$ cat src/sv/cpl_pkg.sv
// Package: request and result types, mode and status codes for the compacting list.
`timescale 1ns / 1ps
package cpl_pkg;

  localparam logic [1:0] MODE_APPEND = 2'd0;
  localparam logic [1:0] MODE_REMOVE = 2'd1;
  localparam logic [1:0] MODE_GET    = 2'd2;

  localparam logic [1:0] STATUS_OK    = 2'd0;
  localparam logic [1:0] STATUS_FULL  = 2'd1;
  localparam logic [1:0] STATUS_RANGE = 2'd2;

  localparam int GROUP_SIZE = 32;

  typedef struct packed {
    logic [1:0]  mode;
    logic [8:0]  index;
    logic [63:0] value;
  } in_req_t;

  typedef struct packed {
    logic [63:0] read_value;
    logic [1:0]  status;
    logic [9:0]  length;
  } out_res_t;

  typedef struct packed {
    logic append_go;
    logic remove_go;
    logic get_go;
  } cell_ctrl_t;

endpackage

$ cat src/sv/cpl_cell.sv
// One list cell: holds an entry, loads on append, takes its neighbor on remove.
`timescale 1ns / 1ps
module cpl_cell #(
  parameter int POS = 0,
  parameter int KW  = 10
) (
  input  logic               clk,
  input  cpl_pkg::cell_ctrl_t ctrl,
  input  logic [KW-1:0]      idx,
  input  logic [KW-1:0]      count,
  input  logic [63:0]        value,
  input  logic [63:0]        next_q,
  output logic [63:0]        q,
  output logic [63:0]        rd
);
  import cpl_pkg::*;

  localparam logic [KW-1:0] MY_POS  = KW'(POS);
  localparam logic [KW-1:0] NXT_POS = KW'(POS + 1);

  logic [63:0] entry_r;
  logic [63:0] entry_nxt;
  logic        load;
  logic        shift;

  assign load  = ctrl.append_go && (count == MY_POS);
  assign shift = ctrl.remove_go && (MY_POS >= idx) && (NXT_POS < count);

  always_comb begin
    entry_nxt = entry_r;
    if (load) begin
      entry_nxt = value;
    end else if (shift) begin
      entry_nxt = next_q;
    end
  end

  always_ff @(posedge clk) begin
    entry_r <= entry_nxt;
  end

  assign q  = entry_r;
  assign rd = (ctrl.get_go && (idx == MY_POS)) ? entry_r : 64'd0;

endmodule

$ cat config.mk
export PLATFORM = sky130hd
export DESIGN_NAME = cpl_cell
export DESIGN_NICKNAME = d
export VERILOG_FILES = /design/src/sv/cpl_pkg.sv /design/src/sv/cpl_cell.sv
export SDC_FILE = /design/constraint.sdc
export NUM_CORES = 1
export LEC_CHECK = 0
export ABC_AREA = 1
export BUFFER_PORTS_ARGS = -buffer_cell sky130_fd_sc_hd__buf_2
export CAP_MARGIN = 25
export CORE_AREA = 2 2 110 112
export CTS_CLUSTER_SIZE = 8
export DETAILED_ROUTE_END_ITERATION = 6
export DIE_AREA = 0 0 112 114
export GPL_TIMING_DRIVEN = 0
export PLACE_DENSITY = 0.76
export RECOVER_POWER = 25
export REMOVE_ABC_BUFFERS = 1
export SKIP_CTS_REPAIR_TIMING = 1
export SYNTH_ARGS = -nofsm -noshare
export SYNTH_HDL_FRONTEND = slang
export SYNTH_SLANG_ARGS = --single-unit
export TNS_END_PERCENT = 50
$ cat constraint.sdc
create_clock -name clk -period 4.1 [get_ports clk]
set_input_delay 0.82 -clock clk [delete_from_list [all_inputs] [get_ports clk]]
set_output_delay 0.82 -clock clk [all_outputs]
set_load 0.01 [all_outputs]
### Yosys cells after proc, flatten, opt, wreduce, memory -nomap -nowiden

Index checks and enable logic that the tools add are counted.

* input port bits: 152
* output and inout port bits: 128
* flip-flop bits (word level): 64

* reductions and logical operators: 7
* magnitude comparators: 2
* muxes and demuxes: 3

Operator list (number)
* 2-to-1 mux 64 bit: 3
* zero test 10 bit: 2
* >= comparator 1 x 10 -> 1 bit, first input constant: 1
* < comparator 1 x 10 -> 1 bit, first input constant: 1
* logical AND 1 bit: 4
* nonzero test 2 bit: 1

### Logic depth before layout (Yosys ltp)

Gate-level depths: netlist of the first run.

* depth in word-level cells: 5
* gate-level depth with buffers: 8
* gate-level depth less buffers: 6

### Least setup slack after synthesis of the first run

No wires, ideal clock.

* path type: in2reg
* start: input count[5]
* end: register entry_r[0], in the netlist q[0], enable pin
* cell stages on the path: 5
* data required time: 3.676 ns
* data arrival time: 2.849 ns
* buffers on the path: 1
* setup time: 0.424 ns
* path slack: 0.827 ns
* path through: or2_1 nor2_2 nand3_1 clkbuf_1 nand2_1

* cells in the longest elaborated chain, start to end: 3
* elaborated cells between the ends (all ways): 5

Ends and longest elaborated chain
* start: declaration: line cpl_cell.sv:10 `input logic [KW-1:0] count,`
* < comparator 1 x 10 -> 1 bit or zero test 10 bit (tied branches): line cpl_cell.sv:27, cpl_cell.sv:26
* logical AND 1 bit, on equally long branches: line cpl_cell.sv:27, cpl_cell.sv:26
* nonzero test 2 bit (no line) *
* end signal: assignment: line cpl_cell.sv:39 `entry_r <= entry_nxt;`
* end: declaration: line cpl_cell.sv:21 `logic [63:0] entry_r;`

Mark *: on every way between the ends. The rest lies on a longest branch, timed or not.
A chain may end at the register's enable or synchronous reset.

### Final worst setup path of the first run

* start: input count[5]
* end: register entry_r[45], in the netlist q[45], enable pin

Same word-level chain as after synthesis.

==> results of run 1 <==
[layer usage]
metal / routed length (um) / vias to the layer above
met1: 4520 / 1753
met3: 819 / 10
met2: 5790 / 184
met4: 129 / 2
met5: 12 / -
li1: - / 1948
[synthesized netlist by cell type (all sizes together)]
master | number | share of area, %
nand4 | 64 | 11
nor2 | 74 | 7.8
nand3 | 3 | 0.42
buf | 25 | 4.7
nand2 | 133 | 14
edfxtp | 64 | 54
inv | 65 | 6.8
or2 | 1 | 0.17
nor3 | 1 | 0.28
clkbuf | 9 | 0.94
[logic make-up after synthesis]
logic type / after synthesis / share of synthesized area [%]
buffers and inverters: 99 / 12.5
flip-flops: 64 / 53.7
AND/OR/NAND/NOR: 276 / 33.8
[worst min-delay path, stage by stage]
cell,delay [ns]
buf_2,0.07
nand2_1,0.04
nand2_1,0.04
[worst max path at each step]
stage / from / to
after floorplan: ctrl[2] / q[0]
after global placement: ctrl[2] / q[9]
after detailed placement: count[5] / q[56]
after CTS: count[5] / q[59]
after global routing: count[5] / q[7]
final: count[5] / q[45]
[power by group through the flow]
stage               sequential, mW  combinational [mW]  clock [mW]
detailed placement           0.735               0.134           0
CTS                          0.721               0.134       0.749
finish                       0.721               0.134       0.730
global route                 0.721               0.149       0.779
global placement             0.735               0.121           0
floorplan                    0.735              0.0397           0
[cell usage in the layout, fill, tap and decap left out, types with 2 or more instances in the layout]
master / count
nor2_4: 2
nand3_1: 2
buf_2: 215
clkbuf_16: 9
nor2_1: 72
clkbuf_1: 67
clkinv_2: 3
nand4_1: 64
inv_1: 65
buf_12: 3
edfxtp_1: 64
nand2_1: 131
[metrics by stage]
stage / setup WS, ns / setup TNS [ns] / util, %
floorplan: -2.86 / -249.85 / -
global placement: -6.50 / -659.31 / 42.3
detailed placement: -0.0474 / -2.83 / 43.6
CTS: 0.298 / 0 / 46.0
global route: 0.0679 / 0 / 45.3
finish: 0.292 / 0 / 45.3
[layout make-up]
type,count,share of cell area (%)
multi-input cells,276,23.6
inverters,65,4.60
clock inverters,4,0.849
well taps,147,3.47
flip-flops and latches,64,36.2
repair buffers,284,26.8
clock buffers,12,4.46
==> impl_metrics.py, run 1 <==
metrics = {
    "status": {
        "status": "complete, no violations",
    },
    "setup_path": {
        "required_ns": 4.04,
        "path_cells": "buf_2 > or2_1 > nor2_4 > buf_12 > nand3_4 > nand2_4",
        "crit_path_top_delay_cell": "nand2_4",
        "crit_type": "in2reg",
        "max_stage_delay_ns": 0.95,
        "crit_family": "simple AND/OR/NAND/NOR gates",
        "worstPathMaxFanout": 65,
        "start_kind": "input port",
        "crit_path_end_kind": "flop",
        "worst-path-buf-inv": 2,
        "path_depth": 6,
        "worstPathArrival_ns": 3.75,
    },
    "worst_hold_path": {
        "min-delay-start": "next_q[19]",
        "hold_class": "in2reg",
        "min_to": "q[19]",
        "min_path_cells": 3,
    },
    "cts": {
        "path_clk_slew_ns": 0.05,
        "cts_buffer_depth": 2,
        "cts_tree": "built",
        "h-tree-depth": 3,
        "cts_root_buf": "clkbuf_16",
        "tritoncts_num_sinks": 64,
        "cts_buffers": 9,
    },
    "power": {
        "powerDensity_nw_per_um2": 299,
        "power_frac_clock_pct": 46.1,
        "p_leak_nw": 2.84,
        "swShare_pct": 20.6,
        "seqPwrFrac_pct": 45.5,
        "p_total_mw": 1.59,
        "max-vdd-ir-drop_mv": 0.146,
        "comb_power_share_pct": 8.4,
        "p_sw_mw": 0.326,
        "intPower_mw": 1.26,
    },
    "drt": {
        "via_per_inst": 4.57,
        "wirelength_um": 11300,
        "drt_iter0_markers": 206,
        "dr.pass1.iters": 4,
        "num_vias": 3897,
        "remaining_drc_errors": 0,
        "wl_per_cell_um": 13.2,
        "ant_nets": 0,
    },
    "synthesis": {
        "syn_area_um2": 3580,
        "yosysWarnings": 0,
        "ys_seq_area_share_pct": 53.7,
        "synthCells": 439,
        "synth_cell_types": 14,
        "syn_area_per_cell_um2": 8.15,
        "ys_ff_latch": 64,
    },
    "sta": {
        "setup_violations": 0,
        "fmax_mhz": 263,
        "grt_setup_unrepaired": "false",
        "tightest_slew_ns": 0.902,
        "finalCritPeriodShare_pct": 92.9,
        "hold_viol": 0,
        "slew_headroom_pct": 39.7,
        "period_needed_ns": 3.81,
        "whs_ns": 0.764,
        "slew_viol_final": 0,
    },
    "cells_and_area": {
        "fin_cells": 852,
        "largest_reg_flops": 64,
        "design_area_um2": 5300,
        "areaGrowthSynthToFinish_pct": 48.1,
        "seqCellArea_um2": 1920,
        "nFillCells": 1182,
        "drive_gt1_share_pct": 33.9,
        "multi_input_area_um2": 1250,
        "nets": 852,
        "antennaDiodeCount": 0,
    },
    "place": {
        "place_area_um2": 5100,
        "io_buffers": 279,
        "finalWeightedCongestion": 0.733,
        "dp_hpwl_um": 8270,
        "dp_cells": 836,
    },
    "grt": {
        "grt_busiest_layer": "met2",
        "first_global_vias": 3457,
        "overflow": 0,
        "grt_util_met2_pct": 30.7,
        "grt_use_total_pct": 16.5,
        "use_met1_pct": 19.1,
        "use_met3_pct": 3.88,
        "grt_max_degree": 66,
        "antenna_found_initial": 1,
        "grt_first_pass_wirelength_um": 16800,
    },
    "floorplan": {
        "placementRows": 40,
        "start_util_pct": 30.6,
        "die_w_um": 112,
        "die_h_um": 114,
        "pin_count": 280,
        "placeableCoreArea_um2": 11700,
        "die_area_um2": 12800,
    },
    "run": {
        "maxCapViolCount": 0,
    },
}
Power figures use the tool's default switching activity.
==> run 2: changes to the inputs <==
--- a/config.mk
+++ b/config.mk
@@ -8,12 +8,12 @@
 export ABC_AREA = 1
 export BUFFER_PORTS_ARGS = -buffer_cell sky130_fd_sc_hd__buf_2
 export CAP_MARGIN = 25
-export CORE_AREA = 2 2 110 112
+export CORE_ASPECT_RATIO = 1.75
+export CORE_UTILIZATION = 30
 export CTS_CLUSTER_SIZE = 8
 export DETAILED_ROUTE_END_ITERATION = 6
-export DIE_AREA = 0 0 112 114
 export GPL_TIMING_DRIVEN = 0
-export PLACE_DENSITY = 0.76
+export PLACE_DENSITY = 0.75
 export RECOVER_POWER = 25
 export REMOVE_ABC_BUFFERS = 1
 export SKIP_CTS_REPAIR_TIMING = 1
==> impl_metrics.py, run 2 (synthesis gave the netlist of run 1 again) <==
metrics = {
    "sta": {
        "hold_viol": 0,
        "fmax_mhz": 267,
        "slew_headroom_pct": 39.7,
        "layout_setup_ws_ns": 0.350,
        "slew_viol_final": 0,
        "whs_ns": 0.751,
        "grt_setup_unrepaired": "false",
        "tightest_slew_ns": 0.902,
        "setup_violations": 0,
        "finalCritPeriodShare_pct": 91.5,
        "period_needed_ns": 3.75,
    },
    "place": {
        "dp_cells": 825,
        "finalWeightedCongestion": 0.862,
        "dp_slack_ns": -0.00627,
        "io_buffers": 279,
        "place_area_um2": 5100,
        "dp_hpwl_um": 9130,
    },
    "grt": {
        "grt_first_pass_wirelength_um": 18100,
        "grt_use_total_pct": 18.9,
        "grt_max_degree": 65,
        "antenna_found_initial": 0,
        "overflow": 0,
        "first_global_vias": 3753,
    },
    "cells_and_area": {
        "layout_common_cells": "buf_2, nand2_1, nor2_1, inv_1, clkbuf_1",
        "drive_gt1_share_pct": 34.1,
        "multi_input_area_um2": 1240,
        "nFillCells": 1190,
        "antennaDiodeCount": 0,
        "fin_cells": 841,
        "nets": 853,
        "design_area_um2": 5330,
        "final_common_cell": "buf_2",
        "largest_reg_flops": 64,
        "seqCellArea_um2": 1920,
        "areaGrowthSynthToFinish_pct": 48.9,
    },
    "cts": {
        "cts_tree": "built",
        "tritoncts_num_sinks": 64,
        "cts_root_buf": "clkbuf_16",
        "cts_buffers": 9,
        "cts_buffer_depth": 2,
        "h-tree-depth": 3,
        "path_clk_slew_ns": 0.06,
    },
    "drt": {
        "dr.pass1.iters": 7,
        "wirelength_um": 12000,
        "remaining_drc_errors": 11,
        "num_vias": 3875,
        "wl_per_cell_um": 14.3,
        "drt_iter0_markers": 147,
        "ant_nets": 0,
        "via_per_inst": 4.61,
    },
    "setup_path": {
        "path_cells": "buf_2 > or2_1 > nor2_4 > nand3_2 > buf_12 > nand2_4",
        "required_ns": 4.05,
        "crit_path_end_kind": "flop",
        "worstPathMaxFanout": 64,
        "worstPathArrival_ns": 3.70,
        "start_kind": "input port",
        "crit_type": "in2reg",
        "crit_path_top_delay_cell": "nand3_2",
        "max_stage_delay_ns": 0.72,
    },
    "worst_hold_path": {
        "min_path_cells": 3,
        "hold_class": "in2reg",
    },
    "run": {
        "maxCapViolCount": 0,
    },
    "floorplan": {
        "placementRows": 52,
        "placeableCoreArea_um2": 11600,
        "die_w_um": 84.6,
        "die_h_um": 147,
        "pin_count": 280,
        "die_area_um2": 12400,
        "start_util_pct": 30.9,
    },
    "power": {
        "p_leak_nw": 2.86,
        "powerDensity_nw_per_um2": 312,
        "p_total_mw": 1.66,
        "max-vdd-ir-drop_mv": 0.188,
    },
    "status": {
        "status": "finished with violations",
        "violations": "design-rule violations",
    },
}
==> run 2: cell types whose count changed in the layout (fill, tap and decap cells not counted) <==
cell / delta
clkbuf_1: -2
clkinv_2: -2
clkinvlp_4: +2
bufinv_16: +1
nand3_4: -1
buf_12: +1
nand3_2: +1
clkinv_1: +1
==> run 2: worst paths after layout <==
check,from,end,slack [ns]
setup / recovery,count[5],q[35],0.35
hold / removal,next_q[9],q[9],0.75
==> run 2: final cells by class <==
cell class | instances | share of cell area, %
Clock buffer | 10 | 4.29
Clock inverter | 6 | 1.57
Inverter | 65 | 4.58
Multi-Input combinational cell | 276 | 23.4
Sequential cell | 64 | 36.0
Tap cell | 135 | 3.17
Timing Repair Buffer | 285 | 27.0
==> run 2: through the flow <==
stage | TNS [ns] | utilization [%]
floorplan | -249.85 | -
global placement | -663.63 | 42.7
detailed placement | -0.300 | 44.0
CTS | 0 | 46.7
global route | 0 | 46.0
finish | 0 | 46.0
==> run 2: report_power, final <==
group          switching [mW]  internal, mW
logic                  0.0632        0.0704
registers            0.000477         0.721
clock network           0.280         0.529
==> run 2: metal layers <==
metal  routed length (um)  GRT usage (%)  vias up
li1                     -              -     1952
met1                 4480           20.1     1720
met2                 6380           33.6      175
met3                  769           5.03       28
met4                  398           10.0        0
met5                    0              0        -
==> run 2: worst max-delay path, delay by kind of cell <==
kind	cells	cell delay, ns
and+or+nand+nor	4	2.30
buffers and inverters	2	0.51
